**config.mk**
```make
export PLATFORM = sky130hd
export DESIGN_NAME = text_console_writer_top
export DESIGN_NICKNAME = d
export VERILOG_FILES = /design/src/rtl/txcw_pkg.sv /design/src/rtl/txcw_front.sv /design/src/rtl/txcw_fifo.sv /design/src/rtl/txcw_back.sv /design/src/rtl/text_console_writer_top.sv
export SDC_FILE = /design/constraint.sdc
export NUM_CORES = 1
export LEC_CHECK = 0
export ABC_AREA = 1
export BUFFER_PORTS_ARGS = -buffer_cell sky130_fd_sc_hd__buf_2
export CORE_MARGIN = 1
export CORE_UTILIZATION = 57
export CTS_BUF_LIST = sky130_fd_sc_hd__clkbuf_8
export DETAILED_ROUTE_END_ITERATION = 7
export GPL_TIMING_DRIVEN = 1
export HOLD_SLACK_MARGIN = 0.12
export PLACE_DENSITY = 0.76
export SETUP_SLACK_MARGIN = 0.15
export SLEW_MARGIN = 10
export SYNTH_ARGS = -nofsm -noshare
export SYNTH_HDL_FRONTEND = slang
export SYNTH_HIERARCHICAL = 1
export SYNTH_SLANG_ARGS = --single-unit
```
**constraint.sdc**
```tcl
create_clock -name clk -period 4.1 [get_ports clk]
set_clock_uncertainty 0.15 [all_clocks]
set_input_delay 0.205 -clock clk [delete_from_list [all_inputs] [get_ports clk]]
set_output_delay 0.205 -clock clk [all_outputs]
set_load 0.005 [all_outputs]
```
**src/rtl/txcw_pkg.sv**
```systemverilog
// Shared constants, types and state codes for the text console writer.
package txcw_pkg;

	localparam int COLUMNS = 80;
	localparam int ROWS = 25;
	localparam int CELL_COUNT = ROWS * COLUMNS;
	localparam int LAST_CELL = CELL_COUNT - 1;
	localparam int BOTTOM_ROW_START = CELL_COUNT - COLUMNS;
	localparam int QUEUE_DEPTH = 2;

	localparam int ROW_W = $clog2(ROWS);
	localparam int COL_W = $clog2(COLUMNS);
	localparam int ADDR_W = $clog2(CELL_COUNT);
	localparam int QPTR_W = $clog2(QUEUE_DEPTH);
	localparam int QCNT_W = $clog2(QUEUE_DEPTH + 1);

	// Fixed field widths of the result transfer
	localparam int CHAR_W = 8;
	localparam int ATTR_W = 8;
	localparam int OUT_ROW_W = 5;
	localparam int OUT_COL_W = 7;
	localparam int OUT_IDX_W = 11;
	localparam int CELL_W = 16;

	localparam logic [CHAR_W-1:0] NEWLINE_CODE = 8'h0A;
	localparam logic [CHAR_W-1:0] BLANK_CHAR = 8'h00;
	localparam logic [ATTR_W-1:0] RESET_ATTRIBUTE = 8'h09;

	typedef struct packed {
		logic [OUT_ROW_W-1:0] cursor_row;
		logic [OUT_COL_W-1:0] cursor_column;
		logic [OUT_IDX_W-1:0] cell_index;
		logic [CELL_W-1:0]    cell_value;
		logic                 wrote_cell;
		logic                 scrolled;
		logic                 line_ended;
	} result_t;

	typedef struct packed {
		logic [ADDR_W-1:0] addr;
		logic [ATTR_W-1:0] attr;
		result_t           res;
	} cmd_t;

	typedef struct packed {
		logic clearing;
		logic scrolling;
	} back_status_t;

	typedef enum logic [1:0] {
		ST_CLEAR,
		ST_IDLE,
		ST_COPY,
		ST_FILL
	} back_state_t;

endpackage

```
**src/rtl/txcw_front.sv**
```systemverilog
// Front end: cursor tracking, attribute register and command build.
module txcw_front import txcw_pkg::*; (
	input  logic              clk,
	input  logic              arst_n,
	input  logic              accept,
	input  logic [CHAR_W-1:0] char_code,
	input  logic              cfg_we,
	input  logic [ATTR_W-1:0] cfg_wdata,
	output cmd_t              cmd
);

	logic [ROW_W-1:0]  row_q;
	logic [COL_W-1:0]  col_q;
	logic [ATTR_W-1:0] attr_q;

	logic              is_nl;
	logic              at_row_end;
	logic              at_last_row;
	logic              row_adv;
	logic              scroll;
	logic [ROW_W-1:0]  row_n;
	logic [COL_W-1:0]  col_n;
	logic [ADDR_W-1:0] cell_addr;

	always_comb begin
		is_nl       = (char_code == NEWLINE_CODE);
		at_row_end  = (col_q == COL_W'(COLUMNS - 1));
		at_last_row = (row_q == ROW_W'(ROWS - 1));
		row_adv     = is_nl || at_row_end;
		scroll      = row_adv && at_last_row;
		col_n       = row_adv ? '0 : col_q + COL_W'(1);
		row_n       = (row_adv && !at_last_row) ? row_q + ROW_W'(1) : row_q;
		cell_addr   = ADDR_W'(row_q * COLUMNS) + ADDR_W'(col_q);
	end

	always_comb begin
		cmd.addr              = cell_addr;
		cmd.attr              = attr_q;
		cmd.res.cursor_row    = OUT_ROW_W'(row_n);
		cmd.res.cursor_column = OUT_COL_W'(col_n);
		cmd.res.cell_index    = is_nl ? '0 : OUT_IDX_W'(cell_addr);
		cmd.res.cell_value    = is_nl ? '0 : {attr_q, char_code};
		cmd.res.wrote_cell    = !is_nl;
		cmd.res.scrolled      = scroll;
		cmd.res.line_ended    = is_nl;
	end

	always_ff @(posedge clk or negedge arst_n) begin
		if (!arst_n) begin
			row_q  <= '0;
			col_q  <= '0;
			attr_q <= RESET_ATTRIBUTE;
		end else begin
			if (accept) begin
				row_q <= row_n;
				col_q <= col_n;
			end
			if (cfg_we) begin
				attr_q <= cfg_wdata;
			end
		end
	end

endmodule

```
**src/rtl/txcw_fifo.sv**
```systemverilog
// Short command queue between the front end and the screen engine.
module txcw_fifo import txcw_pkg::*; (
	input  logic clk,
	input  logic arst_n,
	input  logic push,
	input  cmd_t din,
	input  logic pop,
	output cmd_t dout,
	output logic full,
	output logic empty
);

	cmd_t              entries_q [QUEUE_DEPTH];
	logic [QPTR_W-1:0] wr_ptr_q;
	logic [QPTR_W-1:0] rd_ptr_q;
	logic [QCNT_W-1:0] count_q;

	assign full  = (count_q == QCNT_W'(QUEUE_DEPTH));
	assign empty = (count_q == '0);
	assign dout  = entries_q[rd_ptr_q];

	always_ff @(posedge clk) begin
		if (push) begin
			entries_q[wr_ptr_q] <= din;
		end
	end

	always_ff @(posedge clk or negedge arst_n) begin
		if (!arst_n) begin
			wr_ptr_q <= '0;
			rd_ptr_q <= '0;
			count_q  <= '0;
		end else begin
			if (push) begin
				wr_ptr_q <= (wr_ptr_q == QPTR_W'(QUEUE_DEPTH - 1)) ? '0 : wr_ptr_q + QPTR_W'(1);
			end
			if (pop) begin
				rd_ptr_q <= (rd_ptr_q == QPTR_W'(QUEUE_DEPTH - 1)) ? '0 : rd_ptr_q + QPTR_W'(1);
			end
			if (push && !pop) begin
				count_q <= count_q + QCNT_W'(1);
			end else if (pop && !push) begin
				count_q <= count_q - QCNT_W'(1);
			end
		end
	end

endmodule

```
**src/rtl/txcw_back.sv**
```systemverilog
// Screen engine: cell memory, clear sweep, scroll copy and fill, result register.
module txcw_back import txcw_pkg::*; (
	input  logic         clk,
	input  logic         arst_n,
	input  cmd_t         cmd,
	input  logic         q_empty,
	output logic         pop,
	input  logic         out_stall,
	output logic         out_valid,
	output result_t      result,
	output back_status_t status
);

	logic [CELL_W-1:0] mem [CELL_COUNT];

	back_state_t       state_q;
	back_state_t       state_n;
	logic [ADDR_W-1:0] cnt_q;
	logic [ATTR_W-1:0] fill_attr_q;
	logic              out_valid_q;
	result_t           result_q;

	// Copy pipeline: read issued at cnt_q, written in the following cycle a row up
	logic              pend_s1;
	logic [ADDR_W-1:0] dst_s1;
	logic [CELL_W-1:0] rd_data_s1;

	logic              take;
	logic              cnt_last;
	logic              fill_we;
	logic              mem_we;
	logic [ADDR_W-1:0] mem_wa;
	logic [CELL_W-1:0] mem_wd;

	assign cnt_last  = (cnt_q == ADDR_W'(LAST_CELL));
	assign take      = (state_q == ST_IDLE) && !q_empty && (!out_valid_q || !out_stall);
	assign out_valid = out_valid_q;
	assign result    = result_q;

	always_comb begin
		state_n = state_q;
		case (state_q)
			ST_CLEAR: begin
				if (cnt_last) state_n = ST_IDLE;
			end
			ST_IDLE: begin
				if (take && cmd.res.scrolled) state_n = ST_COPY;
			end
			ST_COPY: begin
				if (cnt_last) state_n = ST_FILL;
			end
			ST_FILL: begin
				if (fill_we && cnt_last) state_n = ST_IDLE;
			end
			default: state_n = ST_CLEAR;
		endcase
	end

	always_comb begin
		pop              = 1'b0;
		fill_we          = 1'b0;
		mem_we           = 1'b0;
		mem_wa           = cnt_q;
		mem_wd           = {RESET_ATTRIBUTE, BLANK_CHAR};
		status.clearing  = 1'b0;
		status.scrolling = 1'b0;
		case (state_q)
			ST_CLEAR: begin
				status.clearing = 1'b1;
				mem_we          = 1'b1;
			end
			ST_IDLE: begin
				pop    = take;
				mem_we = take && cmd.res.wrote_cell;
				mem_wa = cmd.addr;
				mem_wd = cmd.res.cell_value;
			end
			ST_COPY: begin
				status.scrolling = 1'b1;
				mem_we           = pend_s1;
				mem_wa           = dst_s1;
				mem_wd           = rd_data_s1;
			end
			ST_FILL: begin
				status.scrolling = 1'b1;
				// finish the last copied cell before the blank row starts
				if (pend_s1) begin
					mem_we = 1'b1;
					mem_wa = dst_s1;
					mem_wd = rd_data_s1;
				end else begin
					fill_we = 1'b1;
					mem_we  = 1'b1;
					mem_wd  = {fill_attr_q, BLANK_CHAR};
				end
			end
			default: begin
				mem_we = 1'b0;
			end
		endcase
	end

	always_ff @(posedge clk) begin
		if (mem_we) begin
			mem[mem_wa] <= mem_wd;
		end
		rd_data_s1 <= mem[cnt_q];
	end

	always_ff @(posedge clk) begin
		dst_s1 <= cnt_q - ADDR_W'(COLUMNS);
		if (take) begin
			result_q <= cmd.res;
		end
		if (take && cmd.res.scrolled) begin
			fill_attr_q <= cmd.attr;
		end
	end

	always_ff @(posedge clk or negedge arst_n) begin
		if (!arst_n) begin
			state_q     <= ST_CLEAR;
			cnt_q       <= '0;
			pend_s1     <= 1'b0;
			out_valid_q <= 1'b0;
		end else begin
			state_q <= state_n;
			pend_s1 <= (state_q == ST_COPY);
			case (state_q)
				ST_CLEAR: cnt_q <= cnt_last ? '0 : cnt_q + ADDR_W'(1);
				ST_IDLE: begin
					if (take && cmd.res.scrolled) cnt_q <= ADDR_W'(COLUMNS);
				end
				ST_COPY: cnt_q <= cnt_last ? ADDR_W'(BOTTOM_ROW_START) : cnt_q + ADDR_W'(1);
				ST_FILL: begin
					if (fill_we) cnt_q <= cnt_last ? '0 : cnt_q + ADDR_W'(1);
				end
				default: cnt_q <= '0;
			endcase
			if (take) begin
				out_valid_q <= 1'b1;
			end else if (!out_stall) begin
				out_valid_q <= 1'b0;
			end
		end
	end

endmodule

```
**src/rtl/text_console_writer_top.sv**
```systemverilog
// Top level of the text console writer: front end, command queue, screen engine.
//
//   channel   direction  handshake             payload
//   in        input      in_valid / in_stall    char_code
//   cfg       input      cfg_we                 cfg_wdata (text attribute)
//   out       output     out_valid / out_stall  cursor_row, cursor_column, cell_index,
//                                               cell_value, wrote_cell, scrolled, line_ended
//
// A character taken at the input is pushed into the command queue; the screen engine moves it into
// the output register, from which it transfers while out_stall is low. Plain characters and
// newlines sustain one per cycle while neither the output nor a scroll stalls.
// A scroll holds the screen engine while it copies one cell per cycle through the memory's
// read port, then fills the bottom row; the two-entry queue absorbs the next two characters,
// then input stalls. After reset the engine clears all CELL_COUNT cells, one per cycle, and
// input stalls meanwhile; configuration writes are taken at any time.
module text_console_writer_top import txcw_pkg::*; (
	input  logic                 clk,
	input  logic                 arst_n,
	input  logic                 in_valid,
	output logic                 in_stall,
	input  logic [CHAR_W-1:0]    char_code,
	input  logic                 cfg_we,
	input  logic [ATTR_W-1:0]    cfg_wdata,
	output logic                 out_valid,
	input  logic                 out_stall,
	output logic [OUT_ROW_W-1:0] cursor_row,
	output logic [OUT_COL_W-1:0] cursor_column,
	output logic [OUT_IDX_W-1:0] cell_index,
	output logic [CELL_W-1:0]    cell_value,
	output logic                 wrote_cell,
	output logic                 scrolled,
	output logic                 line_ended
);

	cmd_t         front_cmd;
	cmd_t         queue_cmd;
	logic         q_full;
	logic         q_empty;
	logic         q_pop;
	logic         accept;
	back_status_t status;
	result_t      result;

	assign in_stall = q_full || status.clearing;
	assign accept   = in_valid && !in_stall;

	txcw_front u_front (
		.clk       (clk),
		.arst_n    (arst_n),
		.accept    (accept),
		.char_code (char_code),
		.cfg_we    (cfg_we),
		.cfg_wdata (cfg_wdata),
		.cmd       (front_cmd)
	);

	txcw_fifo u_fifo (
		.clk    (clk),
		.arst_n (arst_n),
		.push   (accept),
		.din    (front_cmd),
		.pop    (q_pop),
		.dout   (queue_cmd),
		.full   (q_full),
		.empty  (q_empty)
	);

	txcw_back u_back (
		.clk       (clk),
		.arst_n    (arst_n),
		.cmd       (queue_cmd),
		.q_empty   (q_empty),
		.pop       (q_pop),
		.out_stall (out_stall),
		.out_valid (out_valid),
		.result    (result),
		.status    (status)
	);

	assign cursor_row    = result.cursor_row;
	assign cursor_column = result.cursor_column;
	assign cell_index    = result.cell_index;
	assign cell_value    = result.cell_value;
	assign wrote_cell    = result.wrote_cell;
	assign scrolled      = result.scrolled;
	assign line_ended    = result.line_ended;

`ifndef ASSERT_OFF
	a_no_pop_empty: assert property (@(posedge clk) disable iff (!arst_n)
		q_pop |-> !q_empty)
		else $error("queue popped while empty");

	a_scroll_last_row: assert property (@(posedge clk) disable iff (!arst_n)
		(out_valid && scrolled) |-> (cursor_row == OUT_ROW_W'(ROWS - 1)))
		else $error("scroll reported off the last row");

	a_newline_result: assert property (@(posedge clk) disable iff (!arst_n)
		(out_valid && line_ended) |-> (!wrote_cell && cursor_column == '0 && cell_value == '0))
		else $error("newline result carries a cell write");

	a_no_pop_scroll: assert property (@(posedge clk) disable iff (!arst_n)
		(status.scrolling || status.clearing) |-> !q_pop)
		else $error("command taken while the screen engine is busy");
`endif

endmodule

```
==> Word-level counts from Yosys, hierarchy flattened <==
Memories as Yosys holds them, arrays and structs flattened.
Cells that the tools add are included.
{ "classes": {"n_addsub": 8, "eq_ne": 14, "muxes": 26, "n_reduce_logical": 25, "multipliers": 1} }
{ "op_table": {"columns": ["cell", "n"], "rows": [
  ["$mux W11", 5],
  ["$pmux W11 S4", 1],
  ["$mux W16", 1],
  ["$mux W2", 6],
  ["$add A11 B1 Y11 const B", 1],
  ["$add A11 B7 Y11", 1],
  ["$eq A11 B11 Y1 const B", 1],
  ["$mux W1", 10],
  ["$ne A2 B1 Y1 const B", 5],
  ["$logic_and A1 B1 Y1", 9],
  ["$eq A8 B4 Y1 const B", 1],
  ["$logic_not A1 Y1", 8],
  ["$pmux W2 S4", 1],
  ["$add A7 B1 Y7 const B", 1],
  ["$eq A7 B7 Y1 const B", 1],
  ["$mul A5 B3 Y7 const B", 1],
  ["$mux W7", 1],
  ["$eq A2 B2 Y1 const B", 3],
  ["$add A5 B1 Y5 const B", 1],
  ["$eq A5 B5 Y1 const B", 1],
  ["$mux W5", 1],
  ["$logic_not A2 Y1", 2],
  ["$reduce_and A4 Y1", 1],
  ["$logic_or A1 B1 Y1", 3],
  ["other kinds (7)", 8]
]} }
{ "totals": {"memories": 1, "word_cells": 92, "ff_bits": 81, "inputBits": 21, "out_inout_bits": 44, "ram_bits": 122} }
{ "memory_table": {"columns": ["memory", "words", "word_bits", "rd", "rd_clocked_by_memory_dff", "write_ports", "line", "source"], "rows": [
  ["u_fifo.entries_q", 2, 61, 1, 0, 1, "txcw_fifo.sv:13", "cmd_t entries_q [QUEUE_DEPTH];"]
]} }

==> Logic depth before layout (Yosys ltp) <==
{ "logic_depth": {"word_depth": 9, "ltp_mapped": 11, "mapped_depth_nobuf": 11} }

==> Hierarchy <==
The synthesis kept the hierarchy.
{ "by_module_without_submodules": {"columns": ["module", "area_each_um2", "cells_each", "n_inst"], "rows": [
  ["txcw_fifo", 4909.7, 215, 1],
  ["txcw_back", 2309.7, 185, 1],
  ["txcw_front", 1652.8, 242, 1],
  ["text_console_writer_top", 23.8, 5, 1]
]} }

==> Least setup slack after synthesis <==
No wires, ideal clock.
{ "synth_timing": {"kind": "register -> register", "startpoint": "reg u_back.state_q[0]", "endpoint": "mem u_fifo/entries_q[0][0] (netlist bit) (enable)", "required_ps": 3469, "path_stages_with_launch": 8, "path_buffers": 0, "t_arrival_ps": 3575, "setup_ps": 481, "slack_ps": -106, "path_cell_list": "dfrtp_1 -> inv_1 -> ha_1 -> inv_1 -> nand2_2 -> nor2_2 -> inv_1 -> nor2_1"} }
{ "synth_rtl": {"columns": ["item", "line", "source"], "rows": [
  ["start, declared", "txcw_back.sv:16", "back_state_t state_q;"],
  ["start signal, assigned", "txcw_back.sv:127", "state_q <= state_n;"],
  ["end, declared", "txcw_fifo.sv:13", null]
]} }

==> results.json <==
{
  "dp_hpwl_um": 7910,
  "syn_inst": 581,
  "routed_wl_um": 12600,
  "htreeDepth": 4,
  "finalSetupViolCount": 0,
  "cts_tree": "built",
  "die_h_um": 116,
  "worstMarginPinSlew_ps": 934,
  "grtUsageTotal_pct": 20.6,
  "wl_per_cell_um": 14.5,
  "num_vias": 4403,
  "relSlewSlack_pct": 37.7,
  "diodes": 0,
  "r2r_slack_ps": 1630,
  "antenna_found_initial": 0,
  "placedCellCount": 800,
  "drcViolationCount": 0,
  "drive_above_1_share_pct": 24.5,
  "slew_viol_final": 0,
  "fin_crit_sh_pct": 60.2,
  "final_core_util_pct": 67.7,
  "stdcell_area_mm2": 0.00855,
  "viasPerCell": 5.08,
  "drv_cap": 0,
  "drtIter0Drc": 220,
  "start_kind": "flop",
  "grt_pass1_wl_um": 20500,
  "hold_viol": 0,
  "coreArea_mm2": 0.0126,
  "crit_type": "reg -> reg",
  "setup.worst_path.end_class": "flop",
  "pin_count": 65,
  "rsz0062_at_grt": "no",
  "cts-root-buf": "clkbuf_8",
  "ctsLongestPathBuffers": 2,
  "fin_crit_ps": 2470,
  "vdd_ir_drop_max_mv": 0.157,
  "cp_max_fo": 36,
  "syn_to_final_growth_pct": 15.4,
  "start_util_pct": 58.7,
  "gr-usage-met3_pct": 4.45,
  "grt_use_met2_pct": 37.6,
  "insertion_delay_ps": 450,
  "ys_warn_count": 6,
  "power_density_mw_per_mm2": 370,
  "die_area_mm2": 0.0135,
  "syn_nets": 623,
  "overflow": 0,
  "cts.clk_slew.worst_paths_ps": 80,
  "crit_arrival_ps": 2400,
  "final_nets": 723,
  "cts_buffers": 17,
  "die_x_um": 116,
  "fin_cells": 866,
  "port_buffers": 64,
  "grt_max_degree": 43,
  "cts_sinks": 165,
  "ant_nets": 0,
  "grt_busiest_layer": "met2",
  "synthesis.area_mm2": 0.00740,
  "tns_ps": 0,
  "hold_class": "in -> reg",
  "avgSynthCellArea_um2": 12.7,
  "place_area_mm2": 0.00780,
  "grt_pass1_vias": 4450,
  "rows": 41,
  "critPathRequiredTime_ps": 4040,
  "gp_congestion": 0.861,
  "drt_pass1_iterations": 5,
  "fmax_mhz": 405,
  "leakage_uw": 0.00370,
  "met1_usage_pct": 22.5,
  "outcome": "finished, final reports clean"
}
## cell type report
cell class,count,area [µm²]
inverter,67,251
timing repair buffer,103,711
clock buffer,18,248
clock inverter,14,160
fill,908,4070
sequential,165,4760
multi-input combinational,327,2200
tap,172,215
## cell usage in the layout (no fill, tap or decap), drive strengths merged
master and count:
a21oi 7, and2 7, and3 1, buf 69, bufinv 3, clkbuf 18
clkinv 2, clkinvlp 2, dfrtp 37, dfstp 2, dlygate4sd3 34, edfxtp 126
fa 2, ha 19, inv 74, mux2 42, nand2 131, nand3 29
nand3b 3, nand4 9, nor2 45, nor3 3, o21ai 14, o21bai 2
or2 1, xnor2 6, xor2 6
## flip-flops by register name, indices dropped and copies added, names as in the netlist, 2 cells and up
signal and count:
u_back/result 42, u_back/state_q 2, u_fifo/entries_q 84, u_front/row_q 5, u_fifo/count_q 2, u_back/cnt_q 11, u_front/attr_q 8, u_front/col_q 7
## per-stage QoR
stage / hold slack, ps / setup slack (ps) / total power [µW]
after floorplan: -241 / 655 / 1930
after global placement: 235 / 1690 / 1970
after detailed placement: 251 / 1640 / 1980
after CTS: 141 / 1610 / 3190
after global routing: 195 / 1420 / 3270
final: 169 / 1630 / 3160
## metal layers
layer | part of all wire (%) | vias to the layer above
met5 | 0 | -
li1 | - | 2141
met3 | 3.3 | 28
met4 | 2.5 | 0
met1 | 41 | 2144
met2 | 53 | 90
## final timing paths
| path | startpoint | to | depth (start not counted) |
|---|---|---|---|
| worst max register to register | u_back/state_q[0] | u_fifo/entries_q[1][40] | 9 |
| worst min-delay path | in_valid | u_front/col_q[5] | 6 |
| worst max-delay path | u_back/state_q[0] | u_fifo/entries_q[1][40] | 9 |
| worst min register to register | u_fifo/count_q[1] | u_fifo/count_q[1] | 2 |
| min in group asynchronous | arst_n | u_back/cnt_q[3] | 2 |
| max in group asynchronous | arst_n | u_fifo/rd_ptr_q | 2 |
## repair_timing
item                                   CTS  global route
gates resized for setup                  0             0
setup buffers                            0             0
hold buffers                            34             0
endpoints found under the hold margin   63             0
## power breakdown
group / leakage [µW] / internal [µW] / switching [µW]
Combinational: 0.00188 / 67.3 / 81.0
Sequential: 0.00161 / 1810 / 12.7
Clock: 0.000214 / 615 / 572
## worst max-delay path, stage by stage (launching register included)
cell and delay [ps]:
dfrtp_1 420, inv_1 90, ha_1 230, inv_1 70
nand2_2 50, nor2_2 70, buf_4 240, nand2_1 80
inv_1 200, buf_4 480
Note: power is estimated with default switching activity, not from simulation.
